## config.mk

```make
export PLATFORM = sky130hd
export DESIGN_NAME = byte_stream_tokenizer
export DESIGN_NICKNAME = d
export VERILOG_FILES = /design/src/rtl/bst_pkg.sv /design/src/rtl/byte_stream_tokenizer.sv /design/src/rtl/bst_lexer.sv /design/src/rtl/bst_res_fifo.sv
export SDC_FILE = /design/constraint.sdc
export NUM_CORES = 1
export LEC_CHECK = 0
export BUFFER_PORTS_ARGS = -buffer_cell sky130_fd_sc_hd__buf_2
export CAP_MARGIN = 20
export CORE_MARGIN = 4
export CORE_UTILIZATION = 43
export CTS_BUF_LIST = sky130_fd_sc_hd__clkbuf_8
export CTS_CLUSTER_SIZE = 10
export DETAILED_ROUTE_END_ITERATION = 8
export HOLD_SLACK_MARGIN = 0.1
export SLEW_MARGIN = 20
export SYNTH_ARGS = -nofsm -noshare
export SYNTH_HDL_FRONTEND = slang
export SYNTH_HIERARCHICAL = 1
export SYNTH_SLANG_ARGS = --single-unit
```

## constraint.sdc

```tcl
create_clock -name clk_i -period 8.22 [get_ports clk_i]
set_input_delay 1.233 -clock clk_i [delete_from_list [all_inputs] [get_ports clk_i]]
set_output_delay 1.233 -clock clk_i [all_outputs]
set_load 0.1 [all_outputs]
```

## src/rtl/bst_pkg.sv

```systemverilog
// ----------------------------------------------------------------------------
// bst_pkg
// Shared types and codes of the byte stream tokenizer: the input byte item,
// the token result item and the bundle of results produced for one byte.
// ----------------------------------------------------------------------------
package bst_pkg;

  localparam int unsigned SpanW    = 17;
  localparam int unsigned MaxRes   = 3;

  // token kinds
  localparam logic [2:0] KIND_END   = 3'd0;
  localparam logic [2:0] KIND_IDENT = 3'd1;
  localparam logic [2:0] KIND_LET   = 3'd2;
  localparam logic [2:0] KIND_INT   = 3'd3;
  localparam logic [2:0] KIND_COLON = 3'd4;
  localparam logic [2:0] KIND_EQUAL = 3'd5;

  // result status codes
  localparam logic [1:0] ST_OK         = 2'd0;
  localparam logic [1:0] ST_UNEXPECTED = 2'd1;
  localparam logic [1:0] ST_TOO_MANY   = 2'd2;

  typedef struct packed {
    logic [7:0] byte_req;
    logic       byte_valid;
    logic       last_byte;
  } byte_item_t;

  typedef struct packed {
    logic [2:0]       token_kind;
    logic [SpanW-1:0] span_start;
    logic [SpanW-1:0] span_end;
    logic [1:0]       status;
    logic             source_done;
    logic             last_of_run;
  } token_item_t;

  // results of one byte: res[0] first, cnt of them valid
  typedef struct packed {
    logic [1:0]                   cnt;
    token_item_t [MaxRes-1:0]     res;
  } lex_out_t;

endpackage

```

## src/rtl/byte_stream_tokenizer.sv

```systemverilog
// An accepted byte waits in the input register, and the lexer step puts its
// results into the result queue that drives out_valid_o and out_item_o.
// Throughput: one byte per cycle while out_ready_i is high and each byte yields
// at most one result; more results per byte stall input until the queue drains.
// Input is taken while the input register is empty or can pass its byte on.
// Reset: clears lexer state, the input register valid flag and the result queue.
// ----------------------------------------------------------------------------
// byte_stream_tokenizer
// Streaming tokenizer: input register, single-pass lexer step and result queue.
// ----------------------------------------------------------------------------
module byte_stream_tokenizer import bst_pkg::*; #(
  parameter int unsigned MAX_TOKEN_COUNT  = 4096,
  parameter int unsigned MAX_SOURCE_BYTES = 65536
) (
  input  logic        clk_i,
  input  logic        rst_ni,
  input  logic        in_valid_i,
  output logic        in_ready_o,
  input  byte_item_t  in_item_i,
  output logic        out_valid_o,
  input  logic        out_ready_i,
  output token_item_t out_item_o
);

  logic       in_vld_q;
  byte_item_t in_q;
  logic       room;
  logic       advance;
  lex_out_t   lex_out;

  assign advance    = in_vld_q && room;
  assign in_ready_o = !in_vld_q || room;

  always_ff @(posedge clk_i or negedge rst_ni) begin
    if (!rst_ni) begin
      in_vld_q <= 1'b0;
    end else if (in_ready_o) begin
      in_vld_q <= in_valid_i;
    end
  end

  always_ff @(posedge clk_i) begin
    if (in_valid_i && in_ready_o) in_q <= in_item_i;
  end

  bst_lexer #(
    .MAX_TOKEN_COUNT (MAX_TOKEN_COUNT),
    .MAX_SOURCE_BYTES(MAX_SOURCE_BYTES)
  ) u_lexer (
    .clk_i (clk_i),
    .rst_ni(rst_ni),
    .fire_i(advance),
    .item_i(in_q),
    .out_o (lex_out)
  );

  bst_res_fifo u_fifo (
    .clk_i      (clk_i),
    .rst_ni     (rst_ni),
    .wr_i       (lex_out),
    .room_o     (room),
    .out_valid_o(out_valid_o),
    .out_ready_i(out_ready_i),
    .out_item_o (out_item_o)
  );

endmodule

```

## src/rtl/bst_lexer.sv

```systemverilog
// ----------------------------------------------------------------------------
// bst_lexer
// Per-source lexer state and the single-pass step that turns one byte item
// into up to three token results (closed run, single-byte token or error,
// end token).
// ----------------------------------------------------------------------------
module bst_lexer import bst_pkg::*; #(
  parameter int unsigned MAX_TOKEN_COUNT  = 4096,
  parameter int unsigned MAX_SOURCE_BYTES = 65536
) (
  input  logic       clk_i,
  input  logic       rst_ni,
  input  logic       fire_i,
  input  byte_item_t item_i,
  output lex_out_t   out_o
);

  localparam int unsigned TcW  = $clog2(MAX_TOKEN_COUNT + 1);
  localparam int unsigned OffW = $clog2(MAX_SOURCE_BYTES + 1);

  localparam logic [TcW-1:0]  TcMax  = TcW'(MAX_TOKEN_COUNT);
  localparam logic [OffW-1:0] OffMax = OffW'(MAX_SOURCE_BYTES);

  typedef enum logic [2:0] {
    RUN_NONE  = 3'b001,
    RUN_IDENT = 3'b010,
    RUN_INT   = 3'b100
  } run_e;

  // keyword match progress
  typedef enum logic [4:0] {
    KW_NONE = 5'b00001,
    KW_L    = 5'b00010,
    KW_LE   = 5'b00100,
    KW_LET  = 5'b01000,
    KW_NOT  = 5'b10000
  } kw_e;

  function automatic logic is_num_char(input logic [7:0] c);
    return (c >= "0") && (c <= "9");
  endfunction

  function automatic logic is_word_start(input logic [7:0] c);
    return ((c >= "a") && (c <= "z")) || ((c >= "A") && (c <= "Z")) || (c == "_");
  endfunction

  function automatic logic is_blank(input logic [7:0] c);
    return (c == " ") || (c == 8'h09) || (c == 8'h0A) || (c == 8'h0D);
  endfunction

  function automatic token_item_t mk(input logic [2:0] kind, input logic [SpanW-1:0] s,
                                     input logic [SpanW-1:0] e, input logic [1:0] st,
                                     input logic done);
    token_item_t t;
    t.token_kind  = kind;
    t.span_start  = s;
    t.span_end    = e;
    t.status      = st;
    t.source_done = done;
    t.last_of_run = 1'b0;
    return t;
  endfunction

  run_e            run_q, run_d;
  logic [OffW-1:0] run_start_q, run_start_d;
  logic [OffW-1:0] off_q, off_d;
  logic [TcW-1:0]  tc_q, tc_d;
  kw_e             kw_q, kw_d;
  logic            failed_q, failed_d;

  always_comb begin : p_step
    token_item_t [MaxRes-1:0] r;
    logic [1:0]      n;
    logic            ok;
    logic            consumed;
    logic [7:0]      c;
    logic [2:0]      kind;
    logic [OffW:0]   off_p1;

    r           = '0;
    n           = 2'd0;
    ok          = 1'b1;
    consumed    = 1'b0;
    c           = item_i.byte_req;
    kind        = KIND_END;
    run_d       = run_q;
    run_start_d = run_start_q;
    off_d       = off_q;
    tc_d        = tc_q;
    kw_d        = kw_q;
    failed_d    = failed_q;
    off_p1      = {1'b0, off_q} + (OffW+1)'(1);

    if (!failed_q) begin
      if (item_i.byte_valid) begin
        if ((run_q == RUN_IDENT) && (is_word_start(c) || is_num_char(c))) begin
          consumed = 1'b1;
          if ((kw_q == KW_L) && (c == "e")) kw_d = KW_LE;
          else if ((kw_q == KW_LE) && (c == "t")) kw_d = KW_LET;
          else kw_d = KW_NOT;
        end else if ((run_q == RUN_INT) && is_num_char(c)) begin
          consumed = 1'b1;
        end else if (run_q != RUN_NONE) begin
          // close the open run
          kind  = (run_q == RUN_INT) ? KIND_INT : ((kw_q == KW_LET) ? KIND_LET : KIND_IDENT);
          run_d = RUN_NONE;
          kw_d  = KW_NONE;
          if (tc_d >= TcMax) begin
            r[n] = mk(KIND_END, SpanW'(run_start_q), SpanW'(off_q), ST_TOO_MANY, 1'b1);
            ok   = 1'b0;
            failed_d = 1'b1;
          end else begin
            r[n] = mk(kind, SpanW'(run_start_q), SpanW'(off_q), ST_OK, 1'b0);
            tc_d = tc_d + TcW'(1);
          end
          n = n + 2'd1;
        end

        if (ok && !consumed) begin
          if (is_blank(c)) begin
            // skip
          end else if (is_word_start(c)) begin
            run_d       = RUN_IDENT;
            run_start_d = off_q;
            if (c == "l") kw_d = KW_L;
            else kw_d = KW_NOT;
          end else if (is_num_char(c)) begin
            run_d       = RUN_INT;
            run_start_d = off_q;
          end else if ((c == ":") || (c == "=")) begin
            kind = (c == ":") ? KIND_COLON : KIND_EQUAL;
            if (tc_d >= TcMax) begin
              r[n] = mk(KIND_END, SpanW'(off_q), SpanW'(off_p1), ST_TOO_MANY, 1'b1);
              ok   = 1'b0;
              failed_d = 1'b1;
            end else begin
              r[n] = mk(kind, SpanW'(off_q), SpanW'(off_p1), ST_OK, 1'b0);
              tc_d = tc_d + TcW'(1);
            end
            n = n + 2'd1;
          end else begin
            r[n] = mk(KIND_END, SpanW'(off_q), SpanW'(off_p1), ST_UNEXPECTED, 1'b1);
            n    = n + 2'd1;
            ok   = 1'b0;
            failed_d = 1'b1;
          end
        end

        if (ok && (off_q < OffMax)) off_d = off_p1[OffW-1:0];
      end

      if (ok && item_i.last_byte) begin
        if (run_d != RUN_NONE) begin
          kind = (run_d == RUN_INT) ? KIND_INT : ((kw_d == KW_LET) ? KIND_LET : KIND_IDENT);
          if (tc_d >= TcMax) begin
            r[n] = mk(KIND_END, SpanW'(run_start_d), SpanW'(off_d), ST_TOO_MANY, 1'b1);
            ok   = 1'b0;
          end else begin
            r[n] = mk(kind, SpanW'(run_start_d), SpanW'(off_d), ST_OK, 1'b0);
            tc_d = tc_d + TcW'(1);
          end
          n = n + 2'd1;
        end
        if (ok) begin
          if (tc_d >= TcMax) begin
            r[n] = mk(KIND_END, SpanW'(off_d), SpanW'(off_d), ST_TOO_MANY, 1'b1);
          end else begin
            r[n] = mk(KIND_END, SpanW'(off_d), SpanW'(off_d), ST_OK, 1'b1);
          end
          n = n + 2'd1;
        end
      end
    end

    // the end of a source returns all state to its reset values
    if (item_i.last_byte) begin
      run_d       = RUN_NONE;
      run_start_d = '0;
      off_d       = '0;
      tc_d        = '0;
      kw_d        = KW_NONE;
      failed_d    = 1'b0;
    end

    if (n != 2'd0) r[n - 2'd1].last_of_run = 1'b1;

    out_o.res = r;
    out_o.cnt = fire_i ? n : 2'd0;
  end

  always_ff @(posedge clk_i or negedge rst_ni) begin
    if (!rst_ni) begin
      run_q       <= RUN_NONE;
      run_start_q <= '0;
      off_q       <= '0;
      tc_q        <= '0;
      kw_q        <= KW_NONE;
      failed_q    <= 1'b0;
    end else if (fire_i) begin
      run_q       <= run_d;
      run_start_q <= run_start_d;
      off_q       <= off_d;
      tc_q        <= tc_d;
      kw_q        <= kw_d;
      failed_q    <= failed_d;
    end
  end

endmodule

```

## src/rtl/bst_res_fifo.sv

```systemverilog
// ----------------------------------------------------------------------------
// bst_res_fifo
// Four-entry result queue: takes up to three results per cycle from the
// lexer and hands them out one per cycle on the output handshake.
// ----------------------------------------------------------------------------
module bst_res_fifo import bst_pkg::*; (
  input  logic        clk_i,
  input  logic        rst_ni,
  input  lex_out_t    wr_i,
  output logic        room_o,
  output logic        out_valid_o,
  input  logic        out_ready_i,
  output token_item_t out_item_o
);

  localparam int unsigned Depth = 4;
  localparam int unsigned PtrW  = $clog2(Depth);
  localparam int unsigned CntW  = $clog2(Depth + 1);

  token_item_t     mem_q [Depth];
  logic [PtrW-1:0] wr_ptr_q, wr_ptr_d;
  logic [PtrW-1:0] rd_ptr_q, rd_ptr_d;
  logic [CntW-1:0] cnt_q, cnt_d;
  logic            pop;

  assign out_valid_o = (cnt_q != '0);
  assign out_item_o  = mem_q[rd_ptr_q];
  assign pop         = out_valid_o && out_ready_i;
  // room for a full burst of results
  assign room_o      = (cnt_q <= CntW'(Depth - MaxRes));

  always_comb begin
    wr_ptr_d = wr_ptr_q + PtrW'(wr_i.cnt);
    rd_ptr_d = rd_ptr_q + PtrW'(pop);
    cnt_d    = cnt_q + CntW'(wr_i.cnt) - CntW'(pop);
  end

  always_ff @(posedge clk_i) begin
    for (int k = 0; k < MaxRes; k++) begin
      if (2'(k) < wr_i.cnt) mem_q[wr_ptr_q + PtrW'(k)] <= wr_i.res[k];
    end
  end

  always_ff @(posedge clk_i or negedge rst_ni) begin
    if (!rst_ni) begin
      wr_ptr_q <= '0;
      rd_ptr_q <= '0;
      cnt_q    <= '0;
    end else begin
      wr_ptr_q <= wr_ptr_d;
      rd_ptr_q <= rd_ptr_d;
      cnt_q    <= cnt_d;
    end
  end

endmodule

```

==> Yosys cells after proc, flatten, opt, wreduce, memory -nomap -nowiden <==
Memory sizes are Yosys's and may differ from the RTL's.
Index checks and enable logic that the tools add are counted.
Widths: inputs -> output; s select.
{ "totals": {"reg_bits": 74, "mem_bits_rw": 164, "input_bits": 14, "output_inout_bits": 43, "wordCells": 264, "mem_count": 1} }
{ "op_classes": {"add_sub_neg": 14, "order_cmp": 23, "n_eq_ne": 20, "mux": 163, "n_reduce_logical": 30} }
{ "mem_list": {"columns": ["name", "depth", "width", "read_ports", "rd_ports_with_merged_regs", "wr", "line_no", "source"], "rows": [
  ["u_fifo.mem_q", 4, 41, 1, 0, 3, "bst_res_fifo.sv:20", "token_item_t mem_q [Depth];"]
]} }
{ "op_table": {"columns": ["operator", "n"], "rows": [
  ["$mux 123", 17],
  ["$bwmux 123", 8],
  ["$mux 41", 9],
  ["$demux 41 s2", 4],
  ["$mux 13", 21],
  ["$mux 17", 13],
  ["$mux 5", 13],
  ["$ge 13x13->1 const B", 4],
  ["$mux 1", 46],
  ["$add 13x1->13 const B", 3],
  ["$mux 3", 13],
  ["$mux 2", 19],
  ["$eq 8x7->1 const B", 4],
  ["$eq 8x4->1 const B", 3],
  ["$eq 8x6->1 const B", 3],
  ["$add 17x1->17 const B", 1],
  ["$logic_and 1x1->1", 17],
  ["$lt 17x17->1 const B", 1],
  ["$ge 8x7->1 const B", 2],
  ["$le 8x7->1 const B", 2],
  ["$lt 2x3->1 const B", 4],
  ["$eq 5x4->1 const B", 2],
  ["$add 2x1->2 const B", 4],
  ["$ge 2x1->1 const B", 4],
  ["other kinds (22)", 33]
]} }

==> Depth between registers and ports, before layout <==
{ "logic_depth": {"depth_word": 34, "mapped_depth": 27, "ltp_nobuf": 22} }

==> Cells and area by module <==
Netlist, hierarchy kept.
{ "by_module_without_submodules": {"columns": ["module", "n_inst", "cells_per_inst", "area_per_inst_um2", "seq_area_each_um2"], "rows": [
  ["bst_res_fifo", 1, 996, 9739.3, 5099.9],
  ["bst_lexer", 1, 1081, 7367.1, 1403.8],
  ["byte_stream_tokenizer", 1, 15, 360.3, 325.3]
]} }

==> Worst setup path after synthesis <==
No wires, ideal clock.
{ "synth_path": {"kind": "flip-flop to flip-flop", "start": "register u_lexer.run_q[2]", "end": "memory u_fifo/mem_q[2][0] (netlist name) (enable)", "setup_time_ns": 0.501, "arrival_ns": 7.200, "required_time_ns": 7.719, "slack_ns": 0.518, "path_stages_with_launch": 26, "path_buffers": 6, "synth_period_minus_slack_ns": 7.702, "path_cell_list": "dfrtp_1 > buf_2 > or3b_1 > buf_2 > a211oi_4 > a21oi_1 > buf_4 > nand2_2 > inv_2 > clkbuf_1 > ha_1 > o22ai_1 > ha_1 > nand2_1 > o21ai_0 > ha_1 > inv_1 > mux2i_1 > nor2_1 > a21oi_1 > nor2_1 > buf_4 > buf_4 > o21a_1 > nor2_1 > a211oi_1"} }
{ "synth_lines": {"columns": ["element", "line_no", "source"], "rows": [
  ["from (decl)", "bst_lexer.sv:64", "run_e run_q, run_d;"],
  ["from (signal assigned)", "bst_lexer.sv:200", "run_q <= run_d;"],
  ["to (decl)", "bst_res_fifo.sv:20", null]
]} }

==> run metrics <==
Worst-path clk slew=0.06 ns; Core Area=39900 um2; PD cells=353 nW/um2; HP Class=flop to flop; CP required=8.66 ns; Main synth FF type=edfxtp_1; CTS max path bufs=3; vias=16400; RSZ-0062 raised after global routing=no; DIE AREA=43900 um2; fillcell total=3840; Synth Area in XOR/XNOR=0.0316; die width=210 um; Design Area, Final=18600 um2; Pre-antenna DRT Iters=6; initial antenna violation count=0; commonest non-fill, non-tap cell in the layout=nand2_1; routed len/inst=23.1 um; Ys Warns=6; Cell Area, Placed=17800 um2; final worst slack=1.99 ns; dpl ws=2.17 ns; Setup Viol. Count Final=0; Fmax achieved=161 MHz; flops & latches, synth=238; max cap viols=0; max_slew headroom=0.280; layout cells sized above 1=0.115; first-pass GRT wire length=93500 um; worst hold start=u_lexer/kw_q[3]; number of DRC markers in iteration 0=1925; TritonCTS Sinks=238; Crit. Startpoint=u_lexer/run_q[2]; Synth async-reset ratio=0.269; setup tns final=0 ns; diodes inserted=0; number of synthesized flops with an enable pin=174; clk_skew=0.0208 ns; outcome=complete, no violations; overall routing resource usage=0.270; placer congestion estimate=0.928; Ports=57; CTS Buf Count=45; Worst VDD drop=0.000223 V; CTS tree=yes; total routed wirelength=60200 um; largest net degree at the start of global routing=83; Worst EP arrival=6.67 ns; clk root buf=clkbuf_8; mapped cell area=17500 um2; Post-Synth Simple-Gate Area=0.251; Max Transition Viols Final=0; Setup Crit Path Kind=flop to flop; Post-Synthesis Cells=2092; CP Capture Type=flop; global route overflow=0; worst r2r src=u_lexer/run_q[2]; most frequent cells in the layout=nand2_1 (474), nor2_1 (294), a31oi_1 (188), edfxtp_1 (174), o21ai_0 (85); Vias/cell=6.31; Synth Area in Compound Gates=0.182; total power=6.58 mW; final worst-path cycle share=0.757; Hold Violations, Final=0; die height=210 um; DRC errors left=0; main combinational cell family by area after synthesis=simple AND/OR/NAND/NOR gates; multiplexer share of the synthesized area=0.0673; Post-CTS Setup Inserts=0; slew of the pin with the lowest slew margin=1.07 ns; vias in the first global route=16100; register area share after synthesis=0.391; Starting Density=0.438; unique cell type count in the Yosys netlist=96; H-tree levels=2; hpwl dp=37300 um; cell row count=73; Final #Nets=2078; Lkg Pwr=6.85 nW; worst skew pair latency=0.63 ns; P&R area growth vs syn=6.64%; min cycle time layout=6.23 ns; Post-CTS Resized=0; Synth Area in Adders=0.0130; ANT nets after route=0; crit-path max FO=22; port buffer count=56; Avg Inst Size Synth=8.35 um2; hold_buf cts=0; startpoint type of the worst setup path=flop
[registers in the layout, indices dropped and copies added, names as in the netlist]
register             cells
u_fifo/cnt_q             3
u_fifo/mem_q           164
u_lexer/off_q           17
u_fifo/rd_ptr_q          2
u_lexer/run_start_q     17
in_vld_q                 1
in_q                    10
u_lexer/run_q            3
u_lexer/tc_q            13
u_lexer/failed_q         1
u_lexer/kw_q             5
u_fifo/wr_ptr_q          2
[report_power, final]
| part | total [mW] | internal (mW) | switching [mW] | leakage (nW) |
|---|---|---|---|---|
| Combinational | 3.80 | 0.957 | 2.84 | 3.91 |
| Clock | 1.06 | 0.534 | 0.526 | 0.501 |
| Sequential | 1.72 | 1.59 | 0.132 | 2.44 |
[Yosys cell counts, types with 6 or more instances]
cell type  number  share of area
nand2b_1        7         0.0025
xnor2_1        29          0.015
a211oi_1       20         0.0086
nand3b_1        7         0.0030
nor2b_1         8         0.0029
nand4_1        13         0.0047
nor3_1         42          0.012
mux2i_1        23          0.013
o21a_1          8         0.0034
a31oi_1       188          0.067
o21ai_0        85          0.024
mux4_2         41          0.053
clkbuf_1       72          0.015
a32o_1          6         0.0034
inv_1          27         0.0058
and3_1         23         0.0082
and2_1         27         0.0097
nand2_1       474           0.10
buf_1           9         0.0019
a221oi_1       22          0.011
nor4_1         11         0.0039
nand3_1        47          0.013
buf_6          15         0.0097
a221o_1        14         0.0080
dfrtp_1        62          0.089
xor2_1         34          0.017
ha_1           15          0.011
a21o_1          7         0.0030
buf_2          78          0.022
nor2_1        294          0.063
buf_4          16         0.0069
o21ai_1         6         0.0017
nand4b_1        7         0.0035
a21oi_1        66          0.019
edfxtp_1      174           0.30
[worst max-delay path: stages (launching register included)]
cell,delay (ns)
dfrtp_1,0.47
or3b_1,0.56
a211oi_4,0.34
a21oi_1,0.11
buf_4,0.21
nand2_2,0.15
inv_2,0.22
ha_1,0.35
o22ai_1,0.42
ha_1,0.34
nand2_1,0.06
o21ai_0,0.12
inv_1,0.12
ha_1,0.14
and4b_1,0.45
o21a_1,0.82
a221oi_1,0.11
nor3_1,0.72
nand2_1,0.11
a31oi_1,0.21
[layer usage]
layer | vias to the layer above | track usage | part of all wire
met3 | 207 | 0.0578 | 0.088
met4 | 0 | 0.124 | 0.049
met1 | 7945 | 0.353 | 0.40
li1 | 7435 | - | -
met2 | 848 | 0.430 | 0.46
met5 | - | 0 | 0
[through the flow]
stage	std cells	hold WS, ns	utilization
6_report	2606	0.504	0.467
5_1_grt	2606	0.519	0.467
4_1_cts	2606	0.510	0.467
3_5_place_dp	2526	0.496	0.447
3_3_place_gp	2526	0.469	0.447
2_1_floorplan	2093	0.449	-
[layout make-up]
cell class / count / area [um2] / area share
multi-input combinational: 1632 / 9620 / 0.517
sequential: 238 / 6830 / 0.367
clock buffer: 48 / 661 / 0.0355
tap: 525 / 657 / 0.0353
timing repair buffer: 100 / 611 / 0.0328
clock inverter: 32 / 128 / 0.00685
inverter: 31 / 116 / 0.00625
[kinds of logic (layout without fill, tap and decap cells)]
family	count (synthesis)	after routing
and+or+nand+nor	1003	1003
AOI/OAI and AO/OA	480	480
DFF	238	238
buffers and inverters	223	211
muxes	66	66
xor gates and xnor gates	63	63
adders and majority gates	18	18
other	1	2
[path summary, 6_finish.rpt]
check / endpoint / slack, ns / cells after the start
min in group asynchronous: u_lexer/tc_q[9] / 0.82 / 2
setup / recovery: u_fifo/mem_q[1][21] / 1.99 / 19
max in group asynchronous: u_lexer/failed_q / 6.73 / 2
hold / removal: u_lexer/kw_q[3] / 0.50 / 2
hold reg to reg: u_lexer/kw_q[3] / 0.50 / 2
setup reg to reg: u_fifo/mem_q[1][21] / 1.99 / 19
No activity file was read; power rests on OpenSTA's default activity.
